[src/sv/idq_pkg.sv]
// Shared types, register indexes and format helpers for the int4 group
// dequantising dot-row block. No dependencies.
package idq_pkg;

  typedef enum logic {
    OP_MUL,
    OP_ADD
  } fp_op_t;

  typedef enum logic [1:0] {
    REG_SCHEME    = 2'd0,
    REG_ZEROS     = 2'd1,
    REG_GROUP     = 2'd2,
    REG_ROW_LEN   = 2'd3
  } reg_idx_t;

  localparam logic [31:0] F32_QNAN     = 32'h7FC0_0000;
  localparam logic [31:0] F32_POS_ZERO = 32'h0000_0000;
  localparam logic [7:0]  F32_EXP_MAX  = 8'hFF;
  localparam logic [3:0]  NIBBLE_MASK  = 4'hF;
  localparam logic [4:0]  SYM_OFFSET   = 5'd7;

  // Exact conversion of a half-precision pattern to single precision.
  function automatic logic [31:0] half_to_f32(input logic [15:0] h);
    logic       sgn;
    logic [4:0] ex;
    logic [9:0] man;
    logic [3:0] k;
    logic [9:0] fr;
    logic [31:0] res;
    sgn = h[15];
    ex  = h[14:10];
    man = h[9:0];
    k   = 4'd0;
    fr  = 10'd0;
    if (ex == 5'h1F) begin
      res = {sgn, 8'hFF, man, 13'd0};
    end else if (ex != 5'd0) begin
      res = {sgn, 8'(ex) + 8'd112, man, 13'd0};
    end else if (man == 10'd0) begin
      res = {sgn, 31'd0};
    end else begin
      for (int i = 0; i < 10; i++) begin
        if (man[i]) k = 4'(i);
      end
      fr  = man << (4'd10 - k);
      res = {sgn, 8'd103 + 8'(k), fr, 13'd0};
    end
    return res;
  endfunction

  // The weight nibble, optionally less the symmetric offset, as an exact float.
  function automatic logic [31:0] nibble_to_f32(input logic [3:0] q, input logic sub7);
    logic signed [5:0] v;
    logic        sgn;
    logic [3:0]  mag;
    logic [1:0]  k;
    logic [22:0] fr;
    logic [31:0] res;
    v   = $signed({2'b00, q & NIBBLE_MASK}) - (sub7 ? $signed({1'b0, SYM_OFFSET}) : 6'sd0);
    sgn = v[5];
    mag = sgn ? 4'(-v) : 4'(v);
    k   = 2'd0;
    for (int i = 0; i < 4; i++) begin
      if (mag[i]) k = 2'(i);
    end
    fr  = 23'({19'd0, mag} << (5'd23 - 5'(k)));
    res = (mag == 4'd0) ? F32_POS_ZERO : {sgn, 8'd127 + 8'(k), fr};
    return res;
  endfunction

endpackage

[src/sv/idq_ifs.sv]
// Handshake channel interfaces for the element requests and the row results.
// Depends on nothing.
interface idq_elem_if;
  logic        valid;
  logic        ready;
  logic [31:0] act_bits;
  logic [3:0]  weight_nibble;
  logic [15:0] scale_bits;
  logic [15:0] zero_bits;
  modport source (output valid, act_bits, weight_nibble, scale_bits, zero_bits, input ready);
  modport sink (input valid, act_bits, weight_nibble, scale_bits, zero_bits, output ready);
endinterface

interface idq_res_if;
  logic        valid;
  logic        ready;
  logic [31:0] row_value;
  logic [15:0] row_number;
  logic        was_nonfinite;
  modport source (output valid, row_value, row_number, was_nonfinite, input ready);
  modport sink (input valid, row_value, row_number, was_nonfinite, output ready);
endinterface

[src/sv/idq_fpu.sv]
// Shared binary32 multiply / add unit, two register stages, round to nearest even.
// Depends on idq_pkg.
module idq_fpu (
  input  logic            clk,
  input  logic            rst,
  input  logic            start,
  input  idq_pkg::fp_op_t op,
  input  logic [31:0]     a,
  input  logic [31:0]     b,
  output logic [31:0]     result,
  output logic            done
);
  import idq_pkg::*;

  // Unrounded value: m * 2^e, or a ready-made special pattern.
  typedef struct packed {
    logic               special;
    logic [31:0]        spec_bits;
    logic               sgn;
    logic signed [10:0] e;
    logic [48:0]        m;
  } unr_t;

  unr_t ua, ur;
  logic stage_a;

  logic        sa, sb, nan_a, nan_b, inf_a, inf_b, zero_a, zero_b;
  logic [23:0] ma, mb;
  logic [47:0] mul_m;
  logic signed [10:0] ea, eb;

  assign sa     = a[31];
  assign sb     = b[31];
  assign nan_a  = (a[30:23] == F32_EXP_MAX) && (a[22:0] != 23'd0);
  assign nan_b  = (b[30:23] == F32_EXP_MAX) && (b[22:0] != 23'd0);
  assign inf_a  = (a[30:23] == F32_EXP_MAX) && (a[22:0] == 23'd0);
  assign inf_b  = (b[30:23] == F32_EXP_MAX) && (b[22:0] == 23'd0);
  assign zero_a = (a[30:0] == 31'd0);
  assign zero_b = (b[30:0] == 31'd0);
  assign ma     = {a[30:23] != 8'd0, a[22:0]};
  assign mb     = {b[30:23] != 8'd0, b[22:0]};
  assign mul_m  = ma * mb;
  assign ea     = $signed({3'b000, (a[30:23] == 8'd0) ? 8'd1 : a[30:23]}) - 11'sd150;
  assign eb     = $signed({3'b000, (b[30:23] == 8'd0) ? 8'd1 : b[30:23]}) - 11'sd150;

  logic               swap;
  logic signed [10:0] e_big, e_sml;
  logic [23:0]        m_big, m_sml;
  logic               s_big;
  logic [10:0]        align_sh;
  logic [26:0]        sml_ext, sml_sh;
  logic               sml_st;
  logic [27:0]        opa, opb;
  logic [28:0]        sum;

  always_comb begin
    swap     = b[30:0] > a[30:0];
    e_big    = swap ? eb : ea;
    e_sml    = swap ? ea : eb;
    m_big    = swap ? mb : ma;
    m_sml    = swap ? ma : mb;
    s_big    = swap ? sb : sa;
    align_sh = 11'(e_big - e_sml);
    sml_ext  = {m_sml, 3'b000};
    if (align_sh >= 11'd27) begin
      sml_sh = 27'd0;
      sml_st = (m_sml != 24'd0);
    end else begin
      sml_sh = sml_ext >> align_sh;
      sml_st = |(sml_ext & ((27'd1 << align_sh) - 27'd1));
    end
    opa = {m_big, 3'b000, 1'b0};
    opb = {sml_sh, sml_st};
    sum = (sa == sb) ? ({1'b0, opa} + {1'b0, opb}) : ({1'b0, opa} - {1'b0, opb});

    ua = '0;
    if (op == OP_MUL) begin
      if (nan_a || nan_b || (inf_a && zero_b) || (inf_b && zero_a)) begin
        ua.special   = 1'b1;
        ua.spec_bits = F32_QNAN;
      end else if (inf_a || inf_b) begin
        ua.special   = 1'b1;
        ua.spec_bits = {sa ^ sb, F32_EXP_MAX, 23'd0};
      end else begin
        ua.sgn = sa ^ sb;
        ua.e   = ea + eb - 11'sd1;
        ua.m   = {mul_m, 1'b0};
      end
    end else begin
      if (nan_a || nan_b || (inf_a && inf_b && (sa != sb))) begin
        ua.special   = 1'b1;
        ua.spec_bits = F32_QNAN;
      end else if (inf_a) begin
        ua.special   = 1'b1;
        ua.spec_bits = a;
      end else if (inf_b) begin
        ua.special   = 1'b1;
        ua.spec_bits = b;
      end else begin
        ua.sgn = (sum == 29'd0) ? (sa & sb) : s_big;
        ua.e   = e_big - 11'sd4;
        ua.m   = 49'(sum);
      end
    end
  end

  // Normalise and round the registered value.
  logic [5:0]         msb;
  logic signed [12:0] big_e, unit_e, shamt;
  logic [63:0]        mx, r, lost, half;
  logic [39:0]        packed_v;
  logic [31:0]        rounded;

  always_comb begin
    msb = 6'd0;
    for (int i = 0; i < 49; i++) begin
      if (ur.m[i]) msb = 6'(i);
    end
    big_e  = 13'(ur.e) + $signed({7'd0, msb});
    unit_e = (big_e - 13'sd23 < -13'sd149) ? -13'sd149 : big_e - 13'sd23;
    shamt  = unit_e - 13'(ur.e);
    mx     = {15'd0, ur.m};
    lost   = 64'd0;
    half   = 64'd0;
    if (shamt <= 13'sd0) begin
      r = mx << 6'(-shamt);
    end else if (shamt > 13'sd63) begin
      r = 64'd0;
    end else begin
      r    = mx >> 6'(shamt);
      lost = mx & ((64'd1 << 6'(shamt)) - 64'd1);
      half = 64'd1 << 6'(shamt - 13'sd1);
      if ((lost > half) || ((lost == half) && r[0])) r = r + 64'd1;
    end
    packed_v = (40'(unit_e + 13'sd149) << 23) + 40'(r);
    if (ur.special) begin
      rounded = ur.spec_bits;
    end else if (ur.m == 49'd0) begin
      rounded = {ur.sgn, 31'd0};
    end else if (packed_v >= 40'h00_7F80_0000) begin
      rounded = {ur.sgn, F32_EXP_MAX, 23'd0};
    end else begin
      rounded = {ur.sgn, packed_v[30:0]};
    end
  end

  always_ff @(posedge clk) begin
    if (rst) begin
      stage_a <= 1'b0;
      done    <= 1'b0;
    end else begin
      stage_a <= start;
      done    <= stage_a;
    end
    if (start) ur <= ua;
    if (stage_a) result <= rounded;
  end

  a_done_follows: assert property (@(posedge clk) disable iff (rst)
    start |=> ##1 done) else $error("unit result missing two cycles after start");
  a_no_spurious: assert property (@(posedge clk) disable iff (rst)
    done |-> $past(start, 2)) else $error("unit result without a start");
  a_stage_busy: assert property (@(posedge clk) disable iff (rst)
    stage_a |-> $past(start)) else $error("first stage active without start");

endmodule

[src/sv/int4_group_dequant_dot_row_unit.sv]
// Top level: int4 group-quantised dot product of one row, one element per request.
// Requests are taken only while idle, so a new one waits until the last is through:
// accept, two operations of the shared float unit (symmetric, group still open) or else
// four, then close; a closing row also waits while the previous row result is still held.
// A row result is loaded from the finish state after the closing element's last operation.
// Reset (synchronous, active high) clears all sums and counters; uses idq_pkg/ifs/fpu.
module int4_group_dequant_dot_row_unit #(
  parameter int             MAX_ROW_LEN     = 16384,
  parameter int             MAX_GROUP       = 8192,
  parameter longint unsigned ROW_COUNT_RANGE = 65536
) (
  input  logic        clk,
  input  logic        rst,
  input  logic        psel,
  input  logic        penable,
  input  logic        pwrite,
  input  logic [3:0]  paddr,
  input  logic [31:0] pwdata,
  output logic [31:0] prdata,
  output logic        pready,
  idq_elem_if.sink    elem,
  idq_res_if.source   result
);
  import idq_pkg::*;

  localparam int EP_W = (MAX_ROW_LEN > 1) ? $clog2(MAX_ROW_LEN) : 1;
  localparam int GP_W = (MAX_GROUP > 1) ? $clog2(MAX_GROUP) : 1;
  localparam int CW   = (ROW_COUNT_RANGE > 1) ? $clog2(ROW_COUNT_RANGE) : 1;
  localparam logic [16:0] ROW_CAP   = 17'(MAX_ROW_LEN);
  localparam logic [16:0] GROUP_CAP = 17'(MAX_GROUP);
  localparam logic [CW-1:0] CNT_LAST = CW'(ROW_COUNT_RANGE - 1);

  typedef enum logic [1:0] {
    S_IDLE,
    S_ISSUE,
    S_WAIT,
    S_FINISH
  } state_t;

  // Configuration registers over APB: the user writes them only while idle; unchecked.
  logic        scheme_symmetric, zeros_present;
  logic [13:0] grp_len;
  logic [14:0] row_length;
  logic        cfg_write;

  assign pready    = 1'b1;
  assign cfg_write = psel && penable && pwrite;

  always_ff @(posedge clk) begin
    if (rst) begin
      scheme_symmetric <= 1'b1;
      zeros_present    <= 1'b0;
      grp_len          <= 14'd128;
      row_length       <= 15'd4096;
    end else if (cfg_write) begin
      unique case (reg_idx_t'(paddr[3:2]))
        REG_SCHEME:  scheme_symmetric <= pwdata[0];
        REG_ZEROS:   zeros_present    <= pwdata[0];
        REG_GROUP:   grp_len          <= pwdata[13:0];
        REG_ROW_LEN: row_length       <= pwdata[14:0];
        default:     ;
      endcase
    end
  end

  always_comb begin
    unique case (reg_idx_t'(paddr[3:2]))
      REG_SCHEME:  prdata = {31'd0, scheme_symmetric};
      REG_ZEROS:   prdata = {31'd0, zeros_present};
      REG_GROUP:   prdata = {18'd0, grp_len};
      REG_ROW_LEN: prdata = {17'd0, row_length};
      default:     prdata = 32'd0;
    endcase
  end

  // Out-of-range sizes are clamped: zero acts as one, anything above the cap as the cap.
  logic [16:0] gs_eff, rl_eff;
  assign gs_eff = (grp_len == 14'd0) ? 17'd1 :
                  ({3'd0, grp_len} > GROUP_CAP) ? GROUP_CAP : {3'd0, grp_len};
  assign rl_eff = (row_length == 15'd0) ? 17'd1 :
                  ({2'd0, row_length} > ROW_CAP) ? ROW_CAP : {2'd0, row_length};

  // Sequencer and datapath state.
  state_t          state;
  logic [1:0]      step;
  logic [EP_W-1:0] element_position;
  logic [GP_W-1:0] position_in_group;
  logic [CW-1:0]   row_counter;
  logic [31:0]     row_sum, group_sum, temp;
  logic [31:0]     x_q, w_q, scale_q, zero_q;
  logic            sym_q, group_end_q, row_end_q;

  logic accept, row_end_now, group_end_now;
  assign elem.ready    = (state == S_IDLE);
  assign accept        = elem.valid && elem.ready;
  assign row_end_now   = (17'(element_position) + 17'd1) >= rl_eff;
  assign group_end_now = row_end_now || ((17'(position_in_group) + 17'd1) >= gs_eff);

  // Operation schedule. Symmetric: t = x*(q-7); g += t; then at a group close
  // t = g*scale and r += t. Zero-point: t = q*scale; t += zero; t = x*t; r += t.
  fp_op_t      fpu_op;
  logic [31:0] fpu_a, fpu_b, fpu_res;
  logic        fpu_start, fpu_done;

  always_comb begin
    fpu_op = step[0] ? OP_ADD : OP_MUL;
    fpu_a  = row_sum;
    fpu_b  = temp;
    case (step)
      2'd0: begin
        fpu_a = sym_q ? x_q : w_q;
        fpu_b = sym_q ? w_q : scale_q;
      end
      2'd1: begin
        fpu_a = sym_q ? group_sum : temp;
        fpu_b = sym_q ? temp : zero_q;
      end
      2'd2: begin
        fpu_a = sym_q ? group_sum : x_q;
        fpu_b = sym_q ? scale_q : temp;
      end
      default: begin
        fpu_a = row_sum;
        fpu_b = temp;
      end
    endcase
  end

  assign fpu_start = (state == S_ISSUE);

  idq_fpu u_fpu (
    .clk    (clk),
    .rst    (rst),
    .start  (fpu_start),
    .op     (fpu_op),
    .a      (fpu_a),
    .b      (fpu_b),
    .result (fpu_res),
    .done   (fpu_done)
  );

  // Result register: the next element request is taken while a row result waits.
  logic        res_valid, res_nonfinite;
  logic [31:0] res_value;
  logic [15:0] res_number;
  logic        sum_bad;
  logic        finish_go, res_load;

  assign result.valid         = res_valid;
  assign result.row_value     = res_value;
  assign result.row_number    = res_number;
  assign result.was_nonfinite = res_nonfinite;
  assign sum_bad              = (row_sum[30:23] == F32_EXP_MAX);
  // A row close may only proceed once the result register is free or being emptied.
  assign finish_go            = !(row_end_q && res_valid && !result.ready);
  assign res_load             = (state == S_FINISH) && row_end_q && finish_go;

  always_ff @(posedge clk) begin
    if (rst) begin
      state             <= S_IDLE;
      step              <= 2'd0;
      element_position  <= '0;
      position_in_group <= '0;
      row_counter       <= '0;
      row_sum           <= F32_POS_ZERO;
      group_sum         <= F32_POS_ZERO;
      res_valid         <= 1'b0;
    end else begin
      if (res_load) begin
        res_valid <= 1'b1;
      end else if (result.valid && result.ready) begin
        res_valid <= 1'b0;
      end
      unique case (state)
        S_IDLE: begin
          if (accept) begin
            x_q         <= elem.act_bits;
            w_q         <= nibble_to_f32(elem.weight_nibble, scheme_symmetric);
            scale_q     <= half_to_f32(elem.scale_bits);
            zero_q      <= zeros_present ? half_to_f32(elem.zero_bits) : F32_POS_ZERO;
            sym_q       <= scheme_symmetric;
            group_end_q <= group_end_now;
            row_end_q   <= row_end_now;
            step        <= 2'd0;
            state       <= S_ISSUE;
          end
        end
        S_ISSUE: begin
          state <= S_WAIT;
        end
        S_WAIT: begin
          if (fpu_done) begin
            case (step)
              2'd1:    if (sym_q) group_sum <= fpu_res; else temp <= fpu_res;
              2'd3:    row_sum <= fpu_res;
              default: temp <= fpu_res;
            endcase
            if ((step == 2'd3) || (sym_q && (step == 2'd1) && !group_end_q)) begin
              state <= S_FINISH;
            end else begin
              step  <= step + 2'd1;
              state <= S_ISSUE;
            end
          end
        end
        S_FINISH: begin
          // A row close waits here until the result register is free or being emptied.
          if (finish_go) begin
            if (row_end_q) begin
              res_value         <= sum_bad ? F32_POS_ZERO : row_sum;
              res_nonfinite     <= sum_bad;
              res_number        <= 16'(row_counter);
              row_counter       <= (row_counter == CNT_LAST) ? '0 : row_counter + 1'b1;
              row_sum           <= F32_POS_ZERO;
              group_sum         <= F32_POS_ZERO;
              element_position  <= '0;
              position_in_group <= '0;
            end else begin
              if (group_end_q) begin
                group_sum         <= F32_POS_ZERO;
                position_in_group <= '0;
              end else begin
                position_in_group <= position_in_group + 1'b1;
              end
              element_position <= element_position + 1'b1;
            end
            state <= S_IDLE;
          end
        end
        default: state <= S_IDLE;
      endcase
    end
  end

  a_done_in_wait: assert property (@(posedge clk) disable iff (rst)
    fpu_done |-> state == S_WAIT) else $error("float unit result outside the wait state");
  a_accept_starts: assert property (@(posedge clk) disable iff (rst)
    accept |=> state == S_ISSUE && step == 2'd0) else $error("request did not start a sequence");
  a_result_at_row_end: assert property (@(posedge clk) disable iff (rst)
    $rose(res_valid) |-> $past(state == S_FINISH && row_end_q))
    else $error("row result raised without a row close");
  a_group_close_at_row_end: assert property (@(posedge clk) disable iff (rst)
    (state == S_FINISH && row_end_q) |-> group_end_q)
    else $error("row closed without closing its group");

endmodule
[src/flat_wrapper.sv]
// flat-port wrapper written by rule: the top's interface ports become plain ports
module int4_group_dequant_dot_row_unit_flat import idq_pkg::*;
#(
  parameter int             MAX_ROW_LEN     = 16384,
  parameter int             MAX_GROUP       = 8192,
  parameter longint unsigned ROW_COUNT_RANGE = 65536
)
  (clk, rst, psel, penable, pwrite, paddr, pwdata, prdata, pready, elem_valid, elem_act_bits, elem_weight_nibble, elem_scale_bits, elem_zero_bits, elem_ready, result_valid, result_row_value, result_row_number, result_was_nonfinite, result_ready);
  idq_elem_if elem_i ();
  idq_res_if result_i ();
  input  logic clk;
  input  logic rst;
  input  logic psel;
  input  logic penable;
  input  logic pwrite;
  input  logic [3:0] paddr;
  input  logic [31:0] pwdata;
  output logic [31:0] prdata;
  output logic pready;
  input wire logic [$bits(elem_i.valid)-1:0] elem_valid;
  input wire logic [$bits(elem_i.act_bits)-1:0] elem_act_bits;
  input wire logic [$bits(elem_i.weight_nibble)-1:0] elem_weight_nibble;
  input wire logic [$bits(elem_i.scale_bits)-1:0] elem_scale_bits;
  input wire logic [$bits(elem_i.zero_bits)-1:0] elem_zero_bits;
  output wire logic [$bits(elem_i.ready)-1:0] elem_ready;
  output wire logic [$bits(result_i.valid)-1:0] result_valid;
  output wire logic [$bits(result_i.row_value)-1:0] result_row_value;
  output wire logic [$bits(result_i.row_number)-1:0] result_row_number;
  output wire logic [$bits(result_i.was_nonfinite)-1:0] result_was_nonfinite;
  input wire logic [$bits(result_i.ready)-1:0] result_ready;
  assign elem_i.valid = elem_valid;
  assign elem_i.act_bits = elem_act_bits;
  assign elem_i.weight_nibble = elem_weight_nibble;
  assign elem_i.scale_bits = elem_scale_bits;
  assign elem_i.zero_bits = elem_zero_bits;
  assign elem_ready = elem_i.ready;
  assign result_valid = result_i.valid;
  assign result_row_value = result_i.row_value;
  assign result_row_number = result_i.row_number;
  assign result_was_nonfinite = result_i.was_nonfinite;
  assign result_i.ready = result_ready;
  int4_group_dequant_dot_row_unit #(.MAX_ROW_LEN(MAX_ROW_LEN), .MAX_GROUP(MAX_GROUP), .ROW_COUNT_RANGE(ROW_COUNT_RANGE)) u_core (.clk(clk), .rst(rst), .psel(psel), .penable(penable), .pwrite(pwrite), .paddr(paddr), .pwdata(pwdata), .prdata(prdata), .pready(pready), .elem(elem_i), .result(result_i));
endmodule
[config.mk]
export PLATFORM = sky130hd
export DESIGN_NAME = int4_group_dequant_dot_row_unit_flat
export DESIGN_NICKNAME = d
export VERILOG_FILES = /design/src/sv/idq_pkg.sv /design/src/sv/idq_ifs.sv /design/src/sv/idq_fpu.sv /design/src/sv/int4_group_dequant_dot_row_unit.sv /design/src/flat_wrapper.sv
export SDC_FILE = /design/constraint.sdc
export NUM_CORES = 2
export LEC_CHECK = 0
export BUFFER_PORTS_ARGS = -buffer_cell sky130_fd_sc_hd__buf_2
export CORE_ASPECT_RATIO = 1.2
export CORE_MARGIN = 5
export CORE_UTILIZATION = 30
export DETAILED_ROUTE_END_ITERATION = 10
export SLEW_MARGIN = 20
export SYNTH_ARGS = -nofsm -noshare
export SYNTH_HDL_FRONTEND = slang
export SYNTH_HIERARCHICAL = 1
export SYNTH_SLANG_ARGS = --single-unit
export TNS_END_PERCENT = 100
[constraint.sdc]
create_clock -name clk -period 19.7 [get_ports clk]
set_input_delay 0.985 -clock clk [delete_from_list [all_inputs] [get_ports clk]]
set_output_delay 0.985 -clock clk [all_outputs]
set_load 0.005 [all_outputs]
==> impl_metrics.csv <==
group,metric,value,unit
clock_network,clock-sinks,431,
worst_setup_path,crit_buf_inv,10,
grt,grt_pass1_vias,54500,
sta,setup-violations-final,0,
grt,antenna_found_initial,10,
placed_design,gp_congestion,0.972,
routing,routedWlPerCell,23.1,um
logic_synthesis,synth_area_leaders,"fa_1 16%, edfxtp_1 14%, ha_1 9.5%, nand2_1 6.0%, dfxtp_1 4.9%",
logic_synthesis,synth_top_area_cell,"fa_1",
floorplanning,die-area,208000,um2
routing,routed_wl,226000,um
worst_setup_path,cp_data_arrival_time,18420,ps
grt,grt_max_degree,87,
worst_setup_path,crit_top_cell,"nor3_1",
clock_network,clk-insertion-delay-late,630,ps
placed_design,hpwlAfterDp,174000,um
worst_setup_path,critical_path.top_delay_family,"compound AO/OA/AOI/OAI gates",
floorplanning,die-width,418,um
routing,drtAntennaViolNets,0,
routing,drtIter0Drc,5114,
sta,drv_slew,0,
sta,hold_slack,453,ps
routing,vias,54300,
worst_hold_path,hp-class,"flip-flop to flip-flop",
worst_setup_path,worstPathMaxFanout,31,
layout,drive_gt1_share,9.61,%
worst_setup_path,cp.required,20050,ps
sta,timing.final.crit_share,91.7,%
routing,firstDrtPassIters,8,
sta,worst_pin_slew,1100,ps
grt,grt_overflow,0,
floorplanning,die_h,499,um
power_and_ir_drop,power_leakage,0.0275,uW
grt,grtUsageTotal,20.9,%
clock_network,root_buffer,"clkbuf_16",
sta,fmax,0.0554,GHz
power_and_ir_drop,pwr_density_cell,149,nW/um2
floorplanning,io_pins,195,
clock_network,cts.htree.levels,2,
logic_synthesis,avgSynthCellArea,8.36,um2
routing,drc,0,
clock_network,clk_pin_slew,60,ps
logic_synthesis,ys.warnings.count,6,
logic_synthesis,yosysMostFrequentCell,"nand2_1",
grt,grt_pass1_wl,341000,um
sta,hold_viol_final,0,
floorplanning,start_util,30.2,%
power_and_ir_drop,ir_worst_vdd,178,uV
worst_setup_path,end_kind,"flip-flop",
clock_network,cts_buffer_depth,3,
sta,rsz0062_at_grt,"no",
sta,fin_setup_tns,0,ps
worst_setup_path,path_class,"flip-flop to flip-flop",
floorplanning,core,198000,um2
floorplanning,rows,179,
logic_synthesis,ys_seq_area_share,19.2,%
clock_network,cts_tree,"yes",
layout,syn2layout_area_growth,9.31,%
worst_setup_path,cpMaxStageDelayCell,"ha_1",
logic_synthesis,synth_top_area_share,16.4,%
status,outcome,"finished clean",
sta,clock-skew-final,29.4,ps
worst_setup_path,cp-start-kind,"flip-flop",
logic_synthesis,synth_top_flop_cell,"edfxtp_1",
placed_design,numPortBuffers,157,
routing,detail_route.vias_per_cell,5.58,
logic_synthesis,yosys_register_bits,431,
clock_network,hold_buffers,0,
sta,period_needed,18060,ps
clock_network,cts_buffers,47,
layout,fin_nets,8135,
logic_synthesis,synth_commonest_cells,"955 x nand2_1, 762 x inv_1, 516 x nor2_1",
sta,slew_headroom,26.2,%
logic_synthesis,syn-cell-area,59800,um2
worst_setup_path,slowest_delay,530,ps
logic_synthesis,ys_types,115,
run,cap_violations,0,
logic_synthesis,synth_edf_count,286,
logic_synthesis,synthArstFlopShare,0,%
logic_synthesis,synthCells,7155,
-- report_power, final --
part	total [uW]	switching, uW	internal (uW)
sequential	1090	74.1	1020
clock	930	396	534
combinational	7700	4990	2710
total	9720	5460	4260
-- area by class of cell --
type / instances / area [um2]
inverters: 767 / 2880
clock buffers: 58 / 1240
multi-input cells: 5492 / 43900
diodes: 2 / 5.00
flip-flops and latches: 431 / 11500
well taps: 2624 / 3280
clock inverters: 30 / 387
repair buffers: 342 / 2200
fillers: 20700 / 133000
-- cell usage in the layout, fill, tap and decap left out, types with 71 or more instances in the layout --
| master | instances |
|---|---|
| buf_4 | 184 |
| nor3_1 | 100 |
| edfxtp_1 | 286 |
| nor2_1 | 511 |
| fa_1 | 488 |
| mux4_2 | 71 |
| inv_1 | 762 |
| nand2_1 | 954 |
| buf_2 | 156 |
| mux2i_1 | 191 |
| xor2_1 | 83 |
| dfxtp_1 | 145 |
| o21ai_0 | 263 |
| ha_1 | 451 |
| a21oi_1 | 446 |
| and2_1 | 246 |
| nor2b_1 | 77 |
| xnor2_1 | 122 |
| nand4_1 | 71 |
| nand3_1 | 184 |
-- sequential cells by signal, summed over array words and instances, names as in the netlist, 13 cells and up --
signal                    cells
u_core/element_position      14
u_core/group_sum             32
u_core/grp_len               14
u_core/position_in_group     13
u_core/result.row_number     16
u_core/result.row_value      32
u_core/row_counter           16
u_core/row_length            15
u_core/row_sum               32
u_core/scale_q               18
u_core/temp                  32
u_core/u_fpu/mx              49
u_core/u_fpu/result          32
u_core/u_fpu/ur              45
u_core/x_q                   32
u_core/zero_q                18
-- worst reg2reg max path: cells and delay by family, from the launching register on --
family          cells  cell delay, ps
simple gates       34            5410
flops               1             510
buf+inv            10            1600
mux                 1             190
fa+ha+maj          10            3210
xor+xnor            4             520
compound gates     34            6340
-- layer usage --
layer	wire [um]	track usage, %	vias up
li1	-	-	24500
met1	89600	25.9	26900
met3	14800	2.82	631
met2	105000	35.0	2346
met5	32	0	-
met4	15700	12.1	6
-- through the flow --
stage	cell area (um2)	std cells	power (uW)	util, %	setup slack [ps]
6_report	65400	9746	9720	33.0	1640
5_1_grt	65400	9746	10300	33.0	14.3
4_1_cts	65300	9740	9560	33.0	1590
3_5_place_dp	63700	9652	8590	32.1	1750
3_3_place_gp	63700	9652	8620	32.1	1540
2_1_floorplan	60000	7192	6100	-	2360
-- cell families (layout without fill, tap and decap cells) --
family	after synthesis	in the layout	share of synthesized area, %
AO/OA/AOI/OAI	1518	1518	17.1
adder cells (fa/ha/maj)	943	943	25.9
buffers and inverters	1269	1197	8.34
flip-flops	431	431	19.2
multiplexers	296	296	6.63
AND/OR/NAND/NOR	2475	2475	19.5
XOR/XNOR	220	220	3.27
other	3	42	0.0188
-- final timing paths --
check / endpoint / from / slack, ps / depth (start not counted)
worst max register to register: u_core/u_fpu/result[30] / u_core/u_fpu/mx[3] / 1640 / 93
worst min-delay path: u_core/row_sum[5] / u_core/row_sum[5] / 450 / 2
worst min register to register: u_core/row_sum[5] / u_core/row_sum[5] / 450 / 2
worst max-delay path: u_core/u_fpu/result[30] / u_core/u_fpu/mx[3] / 1640 / 93
-- timing repair --
action	in CTS	in global routing
endpoints found under the setup margin	0	23
buffers inserted	0	4
gates resized for setup	0	2
(Power assumes the default switching activity.)
